===== src/twsm_pkg.sv =====
package twsm_pkg;

	// Sequencer steps; codes above PH_RA_LO are never produced and read as idle
	typedef enum logic [4:0] {
		PH_IDLE    = 5'd0,
		PH_RST_PRE = 5'd1,
		PH_RST_HI  = 5'd2,
		PH_RST_LO  = 5'd3,
		PH_ST0     = 5'd4,
		PH_ST1     = 5'd5,
		PH_ST2     = 5'd6,
		PH_ST3     = 5'd7,
		PH_ST4     = 5'd8,
		PH_ST5     = 5'd9,
		PH_ST6     = 5'd10,
		PH_WR_LO   = 5'd11,
		PH_WR_HI   = 5'd12,
		PH_WA_REL  = 5'd13,
		PH_WA_HI   = 5'd14,
		PH_WA_LO   = 5'd15,
		PH_WAIT    = 5'd16,
		PH_RD_HI   = 5'd17,
		PH_RD_LO   = 5'd18,
		PH_RA_SET  = 5'd19,
		PH_RA_HI   = 5'd20,
		PH_RA_LO   = 5'd21
	} phase_t;

	typedef enum logic [1:0] {
		FUNC_TICK  = 2'd0,
		FUNC_MEAS  = 2'd1,
		FUNC_RESET = 2'd2,
		FUNC_NONE  = 2'd3
	} func_t;

	typedef enum logic [1:0] {
		REG_TEMP_CMD  = 2'd0,
		REG_HUMID_CMD = 2'd1,
		REG_WAIT_LIM  = 2'd2,
		REG_PHASE_TCK = 2'd3
	} cfg_reg_t;

	localparam int WAIT_COUNT_BITS_DEF = 16;

	localparam logic [7:0]  TEMP_CMD_RST  = 8'd3;
	localparam logic [7:0]  HUMID_CMD_RST = 8'd5;
	localparam logic [15:0] WAIT_LIM_RST  = 16'hFFFF;
	localparam logic [7:0]  PHASE_TCK_RST = 8'd1;

	localparam logic [3:0] RST_CLOCKS = 4'd9;
	localparam logic [3:0] BYTE_BITS  = 4'd8;
	localparam logic [1:0] BYTE_CSUM  = 2'd2;
	localparam logic [1:0] BYTE_RSTMK = 2'd3;

endpackage


===== src/two_wire_sensor_measure_master.sv =====
// Two-wire sensor master: one input beat is one bit-timing tick, one result beat per tick.
// Path: a beat taken is registered at the input stage, then stepped through the sequencer
// and registered on the result port once that port is empty or its beat is taken.
// Throughput: one beat per cycle unless the result side stalls; one state update per tick.
// Reset (arst_n low, asynchronous): sequencer idle, counters and internal result fields zero,
// result valid low, registers back to command 3/5, wait limit 65535, one tick per step.
module two_wire_sensor_measure_master
	import twsm_pkg::*;
#(
	parameter int WAIT_COUNT_BITS = WAIT_COUNT_BITS_DEF
) (
	input  logic        clk,
	input  logic        arst_n,
	// tick channel
	input  logic        in_valid,
	output logic        in_ready,
	input  logic [1:0]  func,
	input  logic        mode,
	input  logic        sda_in,
	// result channel
	output logic        out_valid,
	input  logic        out_ready,
	output logic        sck_level,
	output logic        sda_drive_low,
	output logic        busy_res,
	output logic        done_res,
	output logic [15:0] measured_value,
	output logic [7:0]  checksum,
	output logic [1:0]  error_count,
	// register writes
	input  logic        cfg_valid,
	output logic        cfg_ready,
	input  logic [1:0]  cfg_index,
	input  logic [15:0] cfg_data
);

	// compare width for the wait counter against the 16-bit limit
	localparam int CW = (WAIT_COUNT_BITS > 16) ? WAIT_COUNT_BITS : 16;
	localparam logic [WAIT_COUNT_BITS-1:0] WAIT_MAX = '1;

	// ---------------- configuration registers ----------------
	logic [7:0]  temp_cmd_q;
	logic [7:0]  humid_cmd_q;
	logic [15:0] wait_lim_q;
	logic [7:0]  phase_tck_q;

	assign cfg_ready = 1'b1;

	always_ff @(posedge clk or negedge arst_n) begin
		if (!arst_n) begin
			temp_cmd_q  <= TEMP_CMD_RST;
			humid_cmd_q <= HUMID_CMD_RST;
			wait_lim_q  <= WAIT_LIM_RST;
			phase_tck_q <= PHASE_TCK_RST;
		end else if (cfg_valid && cfg_ready) begin
			case (cfg_reg_t'(cfg_index))
				REG_TEMP_CMD:  temp_cmd_q  <= cfg_data[7:0];
				REG_HUMID_CMD: humid_cmd_q <= cfg_data[7:0];
				REG_WAIT_LIM:  wait_lim_q  <= cfg_data;
				REG_PHASE_TCK: phase_tck_q <= cfg_data[7:0];
				default: ;
			endcase
		end
	end

	// ---------------- input stage ----------------
	logic       valid_s1;
	logic [1:0] func_s1;
	logic       mode_s1;
	logic       sda_s1;
	logic       step;   // the tick held in stage 1 is applied this cycle

	assign step     = valid_s1 && (!out_valid || out_ready);
	assign in_ready = !valid_s1 || step;

	always_ff @(posedge clk or negedge arst_n) begin
		if (!arst_n) begin
			valid_s1 <= 1'b0;
		end else if (in_ready) begin
			valid_s1 <= in_valid;
		end
	end

	always_ff @(posedge clk) begin
		if (in_valid && in_ready) begin
			func_s1 <= func;
			mode_s1 <= mode;
			sda_s1  <= sda_in;
		end
	end

	// ---------------- sequencer state ----------------
	phase_t                     phase_q, phase_d;
	logic [3:0]                 bit_q, bit_d;
	logic [1:0]                 byte_q, byte_d;
	logic [7:0]                 shift_q, shift_d;
	logic [15:0]                value_q, value_d;
	logic [7:0]                 csum_q, csum_d;
	logic [1:0]                 err_q, err_d;
	logic [WAIT_COUNT_BITS-1:0] wait_q, wait_d;
	logic [7:0]                 timer_q, timer_d;
	logic                       done_d;

	logic [7:0]                 hold;
	logic [15:0]                limit;
	logic [7:0]                 timer_inc;
	logic [3:0]                 bit_inc;
	logic [WAIT_COUNT_BITS-1:0] wait_inc;
	logic                       wait_out;
	logic [1:0]                 err_inc;

	// zero hold and zero limit behave as one
	assign hold      = (phase_tck_q == 8'd0) ? 8'd1 : phase_tck_q;
	assign limit     = (wait_lim_q == 16'd0) ? 16'd1 : wait_lim_q;
	assign timer_inc = timer_q + 8'd1;
	assign bit_inc   = bit_q + 4'd1;
	assign wait_inc  = (wait_q == WAIT_MAX) ? wait_q : wait_q + 1'b1;
	assign wait_out  = (CW'(wait_inc) >= CW'(limit)) || (wait_inc == WAIT_MAX);

	// next state
	always_comb begin
		phase_d = phase_q;
		bit_d   = bit_q;
		byte_d  = byte_q;
		shift_d = shift_q;
		value_d = value_q;
		csum_d  = csum_q;
		err_d   = err_q;
		wait_d  = wait_q;
		timer_d = timer_q;
		done_d  = 1'b0;
		err_inc = (err_q == 2'd3) ? err_q : err_q + 2'd1;

		if (phase_q == PH_IDLE || phase_q > PH_RA_LO) begin
			phase_d = PH_IDLE;
			timer_d = 8'd0;
			case (func_t'(func_s1))
				FUNC_MEAS: begin
					shift_d = mode_s1 ? humid_cmd_q : temp_cmd_q;
					err_d   = 2'd0;
					byte_d  = 2'd0;
					bit_d   = 4'd0;
					phase_d = PH_ST0;
				end
				FUNC_RESET: begin
					// byte index three marks a connection reset: no done pulse
					byte_d  = BYTE_RSTMK;
					bit_d   = 4'd0;
					phase_d = PH_RST_PRE;
				end
				default: ;
			endcase
		end else if (phase_q == PH_WAIT) begin
			// sensor pulls data low when the conversion is ready
			if (sda_s1) begin
				wait_d = wait_inc;
				if (wait_out) begin
					err_d = err_inc;
				end
			end
			if (!sda_s1 || wait_out) begin
				phase_d = PH_RD_HI;
				timer_d = 8'd0;
				bit_d   = 4'd0;
				byte_d  = 2'd0;
				shift_d = 8'd0;
			end
		end else begin
			timer_d = timer_inc;
			if (timer_inc >= hold) begin
				done_d  = (phase_q == PH_RA_LO) && (byte_q >= BYTE_CSUM);
				timer_d = 8'd0;
				case (phase_q)
					PH_RST_PRE: phase_d = PH_RST_HI;
					PH_RST_HI:  phase_d = PH_RST_LO;
					PH_RST_LO: begin
						bit_d   = bit_inc;
						phase_d = (bit_inc >= RST_CLOCKS) ? PH_ST0 : PH_RST_HI;
					end
					PH_ST0, PH_ST1, PH_ST2, PH_ST3, PH_ST4, PH_ST5: begin
						phase_d = phase_t'(phase_q + 5'd1);
					end
					PH_ST6: begin
						bit_d   = 4'd0;
						phase_d = (byte_q == BYTE_RSTMK) ? PH_IDLE : PH_WR_LO;
					end
					PH_WR_LO: phase_d = PH_WR_HI;
					PH_WR_HI: begin
						shift_d = {shift_q[6:0], 1'b0};
						bit_d   = bit_inc;
						phase_d = (bit_inc >= BYTE_BITS) ? PH_WA_REL : PH_WR_LO;
					end
					PH_WA_REL: phase_d = PH_WA_HI;
					PH_WA_HI: begin
						if (sda_s1) begin
							err_d = err_inc;
						end
						phase_d = PH_WA_LO;
					end
					PH_WA_LO: begin
						wait_d  = '0;
						phase_d = PH_WAIT;
					end
					PH_RD_HI: begin
						shift_d = {shift_q[6:0], sda_s1};
						phase_d = PH_RD_LO;
					end
					PH_RD_LO: begin
						bit_d = bit_inc;
						if (bit_inc >= BYTE_BITS) begin
							case (byte_q)
								2'd0:    value_d[15:8] = shift_q;
								2'd1:    value_d[7:0]  = shift_q;
								default: csum_d        = shift_q;
							endcase
							phase_d = PH_RA_SET;
						end else begin
							phase_d = PH_RD_HI;
						end
					end
					PH_RA_SET: phase_d = PH_RA_HI;
					PH_RA_HI:  phase_d = PH_RA_LO;
					PH_RA_LO: begin
						if (byte_q >= BYTE_CSUM) begin
							phase_d = PH_IDLE;
						end else begin
							byte_d  = byte_q + 2'd1;
							bit_d   = 4'd0;
							shift_d = 8'd0;
							phase_d = PH_RD_HI;
						end
					end
					default: phase_d = PH_IDLE;
				endcase
			end
		end
	end

	// line levels follow the updated step
	logic sck_d;
	logic sda_low_d;

	always_comb begin
		case (phase_d)
			PH_RST_HI, PH_ST1, PH_ST2, PH_ST4, PH_ST5,
			PH_WR_HI, PH_WA_HI, PH_RD_HI, PH_RA_HI: sck_d = 1'b1;
			default:                                  sck_d = 1'b0;
		endcase
		case (phase_d)
			PH_ST2, PH_ST3, PH_ST4:          sda_low_d = 1'b1;
			PH_WR_LO, PH_WR_HI:              sda_low_d = !shift_d[7];
			PH_RA_SET, PH_RA_HI, PH_RA_LO:   sda_low_d = (byte_d < BYTE_CSUM);
			default:                         sda_low_d = 1'b0;
		endcase
	end

	always_ff @(posedge clk or negedge arst_n) begin
		if (!arst_n) begin
			phase_q <= PH_IDLE;
			bit_q   <= 4'd0;
			byte_q  <= 2'd0;
			shift_q <= 8'd0;
			value_q <= 16'd0;
			csum_q  <= 8'd0;
			err_q   <= 2'd0;
			wait_q  <= '0;
			timer_q <= 8'd0;
		end else if (step) begin
			phase_q <= phase_d;
			bit_q   <= bit_d;
			byte_q  <= byte_d;
			shift_q <= shift_d;
			value_q <= value_d;
			csum_q  <= csum_d;
			err_q   <= err_d;
			wait_q  <= wait_d;
			timer_q <= timer_d;
		end
	end

	// ---------------- result register ----------------
	always_ff @(posedge clk or negedge arst_n) begin
		if (!arst_n) begin
			out_valid <= 1'b0;
		end else if (step) begin
			out_valid <= 1'b1;
		end else if (out_ready) begin
			out_valid <= 1'b0;
		end
	end

	always_ff @(posedge clk) begin
		if (step) begin
			sck_level      <= sck_d;
			sda_drive_low  <= sda_low_d;
			busy_res       <= (phase_d != PH_IDLE);
			done_res       <= done_d;
			measured_value <= value_d;
			checksum       <= csum_d;
			error_count    <= err_d;
		end
	end

endmodule


===== config.mk =====
export PLATFORM = sky130hd
export DESIGN_NAME = two_wire_sensor_measure_master
export DESIGN_NICKNAME = d
export VERILOG_FILES = /design/src/twsm_pkg.sv /design/src/two_wire_sensor_measure_master.sv
export SDC_FILE = /design/constraint.sdc
export NUM_CORES = 1
export LEC_CHECK = 0
export ABC_AREA = 1
export BUFFER_PORTS_ARGS = -buffer_cell sky130_fd_sc_hd__buf_2
export CELL_PAD_IN_SITES_DETAIL_PLACEMENT = 1
export CELL_PAD_IN_SITES_GLOBAL_PLACEMENT = 1
export CORE_ASPECT_RATIO = 2
export CORE_MARGIN = 2
export CORE_UTILIZATION = 49
export DETAILED_ROUTE_END_ITERATION = 8
export PLACE_DENSITY_LB_ADDON = 0.2
export SYNTH_ARGS = -nofsm -noshare
export SYNTH_HDL_FRONTEND = slang
export SYNTH_SLANG_ARGS = --single-unit

===== constraint.sdc =====
create_clock -name clk -period 10.96 [get_ports clk]
set_clock_uncertainty 0.2 [all_clocks]
set_input_delay 2.192 -clock clk [delete_from_list [all_inputs] [get_ports clk]]
set_output_delay 2.192 -clock clk [all_outputs]
set_load 0.005 [all_outputs]

==> results of run 1 <==
-- sequential cells by signal, indices dropped and copies added, names as in the netlist, 16 cells and up --
signal	flops
measured_value	16
value_q	16
wait_lim_q	16
wait_q	16
-- per-stage QoR --
step                hold slack (ns)  power (µW)
detailed placement           0.2738        1246
global placement             0.2616        1226
CTS                          0.2872        1878
floorplan                    0.2478        1063
finish                       0.2925        1867
global route                 0.3104        1975
-- kinds of logic (layout without fill, tap and decap cells) --
kind of cell | count (synthesis) | in the layout
AO/OA/AOI/OAI | 190 | 190
XOR/XNOR | 13 | 13
adder cells (fa/ha/maj) | 35 | 35
buffers and inverters | 170 | 237
flip-flops | 145 | 145
multiplexers | 6 | 6
other | 1 | 1
AND/OR/NAND/NOR | 459 | 459
-- power by group through the flow --
stage,combinational (µW),clock (µW),sequential [µW]
floorplan,364,0,699
global placement,510,0,716
detailed placement,527,0,720
CTS,539,627,712
global route,607,645,723
finish,536,617,713
-- how the worst max path moves through the flow --
stage	to	slack (ns)
6_report	in_ready	5.96
5_1_grt	in_ready	5.92
4_1_cts	in_ready	5.96
3_5_place_dp	in_ready	5.96
3_3_place_gp	in_ready	5.99
2_1_floorplan	in_ready	6.23
-- area by class of cell --
cell class | count | area [µm²] | area share
clock buffer | 20 | 436.7 | 0.04750
clock inverter | 12 | 178.9 | 0.01946
inverter | 143 | 536.8 | 0.05838
multi-input combinational | 704 | 3638 | 0.3958
sequential | 145 | 3825 | 0.4160
tap | 204 | 255.2 | 0.02776
timing repair buffer | 62 | 322.8 | 0.03511
-- layer usage --
layer	routed length, µm	global-route usage	vias up
li1	-	-	3451
met1	8630	0.2897	3547
met2	13370	0.5467	143
met3	470	0.03198	67
met4	1194	0.1571	0
met5	0	0	-
-- placed cells by master (no fill, tap or decap), types with 2 or more instances in the layout --
cell	instances
nand2_1	273
inv_1	133
o21ai_0	113
dfrtp_1	90
nor2_1	78
buf_2	57
nand3_1	53
a21oi_1	39
ha_1	35
edfxtp_1	34
dfstp_2	21
clkbuf_16	17
nand4_1	15
nor3_1	15
xor2_1	12
inv_2	10
o32ai_1	7
nand2_2	6
nor2_2	6
o21ai_1	6
o22ai_1	6
mux2i_1	6
buf_4	5
nor4_1	4
bufinv_16	4
inv_6	4
o211ai_1	3
o21ai_2	3
o31ai_1	3
clkbuf_1	3
nand3_2	2
nor2_4	2
o21bai_1	2
clkinv_1	2
-- worst max-delay path: stages --
cell	delay (ns)
buf_2	0.09
inv_1	0.06
nand3_1	0.10
buf_2	0.15
==> reports/results.txt, run 1 <==
Drt wl/cell: 18.35 µm
FF-to-FF End: sck_level$_DFFE_PP_
Total Nets Final: 1135
First-pass GRT wire length: 38420 µm
Yosys reg bits: 145
Library cells used by synthesis: 46
Layout cell share with drive strength beyond 1: 0.1344
H-tree lvl count: 4
R2R setup slack: 6.50 ns
TritonCTS clock tree: built
FP Rows: 66
Hold Path End: wait_lim_q[2]$_DFFE_PN1P_
Setup TNS: 0 ns
Number of max-cap violations: 0
Die Area: 17690 µm²
DIE HEIGHT: 186.1 µm
Synth Area in Simple Gates: 0.2424
Critical path fanouts, max: 3
Post-synthesis mux area share: 0.007391
Synth Area in Adders: 0.05390
Int Power: 1191 µW
CTS Root Cell: clkbuf_16
Setup ws final: 5.965 ns
Syn Nets: 1081
Routed WL: 23670 µm
Hold Path Class: flip-flop to flip-flop
Psw: 676.1 µW
WS Path Type: input pin to primary output
Top cells by area, synth: dfrtp_1 28%, nand2_1 13%, edfxtp_1 13%, o21ai_0 7.0%, dfstp_2 6.8%
Reg-to-Reg Start: wait_q[0]$_DFFE_PN0P_
Slew @ Worst Pin: 1.155 ns
Vias per cell: 5.588
Initial core utilization: 0.4995
Post-synthesis sequential area ratio: 0.4707
Required time of the worst setup path: 8.57 ns
Post-place setup slack: 5.961 ns
Initial antenna violation count: 0
Die W: 95.06 µm
Pin count of the biggest net entering global routing: 61
Yosys top cell area share: 0.2772
Crit path time final: 4.995 ns
Hold depth: 2
Clk sinks: 145
Pwr dens: 203.1 nW/µm²
Hold Crit Start: wait_lim_q[2]$_DFFE_PN1P_
# port buffers: 58
Drc violations: 0
TritonRoute pass-1 iters: 4
Run status: finished, final reports clean
Top post-synthesis cells by count: 273 x nand2_1, 134 x inv_1, 113 x o21ai_0
Post-CTS sizing: 0
Synth Flop Type: dfrtp_1
DP Wirelength: 16820 µm
TritonCTS Buffers: 17
Total setup buffers inserted after CTS: 0
Post-route insts no fill: 1290
R2R depth: 27
Reg power frac: 0.382
Design Area, Final: 9194 µm²
Max Slew Vio Count: 0
Post-Place Cells: 1258
RSZ-0062 raised after global routing: false
Core Util, Final: 0.5651
Combinational family with the most area after synthesis: simple AND/OR/NAND/NOR gates
Crit. Startpoint: out_ready
Layout fillers: 2030
Worst-case clock buffer depth: 2
Crit start category: input pin
Number of diodes: 0
Max_slew headroom: 0.2279
Vias in the first global route: 7856
Synthesized area per cell: 7.974 µm²
Count leader, synth: nand2_1
Grt total ovfl: 0
Asr flop ratio synth: 0.7655
Clk_lat worst skew: 0.43 ns
Maximum vdd drop: 113.7 µV
EDFF count, synth: 34
Maximum clock frequency: 200.2 MHz
Static leakage: 0.004558 µW
IO Pins: 60
Critical Path End Type: primary output
Syn. warnings: 0
Iteration-0 DRC count of the detailed router: 232
Cell taking the most area after synthesis: dfrtp_1
Vias: 7208
GPL Wtd Cong: 0.9528
Synth Cell Area: 8125 µm²
Core Region: 16270 µm²
Final ANT Viol Nets: 0
Synth Area in Compound Gates: 0.1297
Post-DP Area: 8578 µm²
Synth Instances: 1019
Final Setup Violations: 0
# hold bufs at CTS: 0
Final Hold Viols: 0
Clock share of power: 0.331
Final period util: 0.4558
Sw Ratio: 0.3621
Clock slew at reported path FFs: 0.06 ns
Combinational power share: 0.287
Area Overhead vs Synth: 13.15%
Post-Synth XOR/XNOR Area: 0.01401
GRT Total Usage: 0.2849
Worst path arrival time: 2.60 ns
No activity file was read; power rests on OpenSTA's default activity.
==> inputs of run 2 (changes only) <==
--- a/config.mk
+++ b/config.mk
@@ -5,13 +5,13 @@
 export SDC_FILE = /design/constraint.sdc
 export NUM_CORES = 1
 export LEC_CHECK = 0
-export ABC_AREA = 1
+export ABC_AREA = 0
 export BUFFER_PORTS_ARGS = -buffer_cell sky130_fd_sc_hd__buf_2
 export CELL_PAD_IN_SITES_DETAIL_PLACEMENT = 1
 export CELL_PAD_IN_SITES_GLOBAL_PLACEMENT = 1
 export CORE_ASPECT_RATIO = 2
 export CORE_MARGIN = 2
-export CORE_UTILIZATION = 49
+export CORE_UTILIZATION = 44
 export DETAILED_ROUTE_END_ITERATION = 8
 export PLACE_DENSITY_LB_ADDON = 0.2
 export SYNTH_ARGS = -nofsm -noshare
==> constraint.sdc (replaced) <==
create_clock -name clk -period 4.34 [get_ports clk]
set_clock_uncertainty 0.2 [all_clocks]
set_input_delay 0.868 -clock clk [delete_from_list [all_inputs] [get_ports clk]]
set_output_delay 0.868 -clock clk [all_outputs]
set_load 0.005 [all_outputs]
==> reports/results.txt, run 2 <==
Number of max-cap violations: 0 (unchanged)
Worst path max stage delay: 0.43 ns (+0.28 ns)
Synthesized area per cell: 10.50 µm² (+32%)
Maximum vdd drop: 288.3 µV (+150%)
Critical Path End Type: flip-flop
Critical path's top delay family: compound AO/OA/AOI/OAI gates
Worst-case clock buffer depth: 2 (unchanged)
Post-synthesis sequential area ratio: 0.4612 (-0.009587)
Yosys top cell area share: 0.2715 (-0.005645)
Top cells by area, synth: dfrtp_1 27%, mux2_2 13%, edfxtp_1 12%, dfstp_2 6.7%, ha_1 5.3%
Final ANT Viol Nets: 0 (unchanged)
Syn Nets: 852 (-21%)
TritonRoute pass-1 iters: 5 (+1)
Hold slack: 0.3015 ns (+0.009014 ns)
Critical path fanouts, max: 7 (+4)
Synth Instances: 790 (-22%)
H-tree lvl count: 4 (unchanged)
Crit start category: flip-flop
Count leader, synth: mux2_2
Combinational family with the most area after synthesis: simple AND/OR/NAND/NOR gates
WS Path Type: flip-flop to flip-flop
Drt wl/cell: 23.71 µm (+29%)
Worst Path Buf+Inv: 3 (unchanged)
IO Pins: 60 (unchanged)
Vias: 6849 (-5.0%)
Layout cell share with drive strength beyond 1: 0.3486 (+0.2141)
Crit path time final: 4.297 ns
Critical path depth: 18 (+14)
Die W: 101.1 µm (+6.3%)
CTS Root Cell: clkbuf_16
Core Region: 18660 µm² (+15%)
Final Hold Viols: 0 (unchanged)
Critical path destination: sda_drive_low$_DFFE_PP_
Syn. warnings: 0 (unchanged)
Synth Area in Adders: 0.05280 (-0.001098)
Library cells used by synthesis: 80 (+74%)
Crit. Startpoint: wait_q[1]$_DFFE_PN0P_
Clock slew at reported path FFs: 0.06 ns (about the same)
Pwr dens: 492.1 nW/µm² (+140%)
Core Util, Final: 0.5378 (-0.02738)
Cell taking the most area after synthesis: dfrtp_1
Synth Flop Type: dfrtp_1
FP Rows: 71 (+7.6%)
Vias per cell: 6.024 (+7.8%)
Synth Area in Compound Gates: 0.1407 (+0.01109)
Die Area: 20030 µm² (+13%)
Drc violations: 0 (unchanged)
Clk sinks: 145 (unchanged)
Static leakage: 0.004478 µW (-1.7%)
Yosys reg bits: 145 (unchanged)
Total Nets Final: 967 (-15%)
TritonCTS Buffers: 17 (unchanged)
Initial core utilization: 0.4446 (-0.05486)
GRT Total Usage: 0.2795 (-0.005380)
Post-synthesis mux area share: 0.1448 (+0.1374)
Routed WL: 26960 µm (+14%)
CP cell instances: ha_4 > and3_4 > nand4_1 > a21oi_2 > ha_4 > a21o_1 > a221o_1 > a21o_1 > a21o_1 > or3_1 > o31ai_2 > buf_4 > inv_4 > ha_4 > inv_2 > and2_4 > a2bb2oi_2 > a31o_1
GPL Wtd Cong: 0.9517 (-0.12%)
FF-to-FF End: sda_drive_low$_DFFE_PP_
EDFF count, synth: 34 (unchanged)
Vias in the first global route: 7526 (-4.2%)
DP Wirelength: 20380 µm (+21%)
Initial antenna violation count: 0 (unchanged)
Post-Synth XOR/XNOR Area: 0.01478 (+0.0007706)
Max_slew headroom: 0.4409 (+0.2130)
Synth Area in Simple Gates: 0.1509 (-0.09153)
R2R depth: 18 (-33%)
Number of diodes: 0 (unchanged)
Reg-to-Reg Start: wait_q[1]$_DFFE_PN0P_
First-pass GRT wire length: 41610 µm (+8.3%)
Most common cell after layout, fill and taps aside: mux2_2
Final Setup Violations: 0 (unchanged)
# port buffers: 58 (unchanged)
Clk_lat worst skew: 0.43 ns (about the same)
Maximum clock frequency: 232.7 MHz
Synth Cell Area: 8294 µm² (+2.1%)
Asr flop ratio synth: 0.7655 (unchanged)
RSZ-0062 raised after global routing: true
DIE HEIGHT: 198.2 µm (+6.5%)
Top post-synthesis cells by count: 93 x mux2_2, 90 x dfrtp_1, 86 x nand2_1
Pin count of the biggest net entering global routing: 63 (+3.3%)
Final period util: 0.9901
Required time of the worst setup path: 4.32 ns (-4.25 ns)
Slew @ Worst Pin: 0.8175 ns (-0.3374 ns)
Iteration-0 DRC count of the detailed router: 265 (+14%)
Worst path arrival time: 4.27 ns (+1.67 ns)
Run status: finished, final reports clean
Area Overhead vs Synth: 20.95%
Hold Path Class: flip-flop to flip-flop
R2R setup slack: 0.04 ns (-6.46 ns)
Critical path's slowest cell: dfrtp_1
Grt total ovfl: 0 (unchanged)
Max Slew Vio Count: 0 (unchanged)
TritonCTS clock tree: built
Commonest cells after routing, fill and taps aside: 93 x mux2_2, 86 x nand2_1, 83 x dfrtp_1, 65 x buf_4, 57 x buf_2
## run 2: kinds of logic after synthesis
kind of cell	after synthesis
buffers and inverters	72
adders and majority gates	35
xor gates and xnor gates	14
other	1
AOI/OAI and AO/OA	177
DFF	145
and+or+nand+nor	238
muxes	108
## run 2: worst min-delay path by stage
stage                            startpoint                       to  slack, ns  depth (start not counted)
finish                csum_q[1]$_DFFE_PN0P_    csum_q[1]$_DFFE_PN0P_       0.30                          1
global route        value_q[13]$_DFFE_PN0P_  value_q[13]$_DFFE_PN0P_       0.32                          1
CTS                   csum_q[4]$_DFFE_PN0P_    csum_q[4]$_DFFE_PN0P_       0.31                          1
detailed placement   value_q[3]$_DFFE_PN0P_   value_q[3]$_DFFE_PN0P_       0.29                          1
global placement       valid_s1$_DFFE_PN0N_    out_valid$_DFFE_PN0P_       0.27                          1
floorplan              valid_s1$_DFFE_PN0N_    out_valid$_DFFE_PN0P_       0.26                          1
## run 2: metrics by stage
step	setup slack [ns]	setup TNS, ns	total power (µW)	cells	area [µm²]
after floorplan	0.01180	0	2755	790	8294
after global placement	0.02211	0	3305	1093	9150
after detailed placement	-0.1210	-0.1471	3365	1093	9150
after CTS	-0.03453	-0.03453	4888	1128	9787
after global routing	-0.07295	-0.1651	5187	1137	10030
final	0.04308	0	4937	1137	10030
## run 2: cell type report
type / count / area [µm²]
sequential: 145 / 3834
timing repair buffer: 125 / 803.3
tap: 219 / 274.0
clock buffer: 19 / 432.9
multi-input combinational: 573 / 4373
inverter: 43 / 163.9
clock inverter: 13 / 151.4
fill: 2020 / 8623
## run 2: where the power goes
part           internal (µW)  switching [µW]  total, µW  leakage, µW
Clock                    859             617       1480     0.000284
Sequential              1620             259       1880      0.00173
Combinational            630             949       1580      0.00247
Total                   3110            1820       4940      0.00448
## run 2: metal layers
| metal | global-route usage | share of wire | vias up | wire, µm |
|---|---|---|---|---|
| li1 | - | - | 3134 | - |
| met1 | 0.2632 | 0.34 | 3488 | 9063 |
| met2 | 0.5443 | 0.58 | 149 | 15720 |
| met3 | 0.03353 | 0.019 | 78 | 516 |
| met4 | 0.1767 | 0.061 | 0 | 1655 |
| met5 | 0 | 0 | - | 0 |
## run 2: worst reg2reg max path, cell delays in order, from the launching register on
cell	delay (ns)
dfrtp_1	0.43
ha_4	0.19
and3_4	0.22
nand4_1	0.26
a21oi_2	0.30
ha_4	0.23
a21o_1	0.17
a221o_1	0.33
a21o_1	0.18
a21o_1	0.20
or3_1	0.37
o31ai_2	0.22
buf_4	0.17
inv_4	0.04
ha_4	0.15
inv_2	0.05
and2_4	0.13
a2bb2oi_2	0.04
a31o_1	0.19
## run 2: repair_timing
item / CTS / global route
setup endpoints to repair: 5 / 9
hold buffers: 0 / 0
buffers inserted: 3 / 8
resized for setup: 7 / 44
gates cloned: 0 / 0
pin swaps: 2 / 19
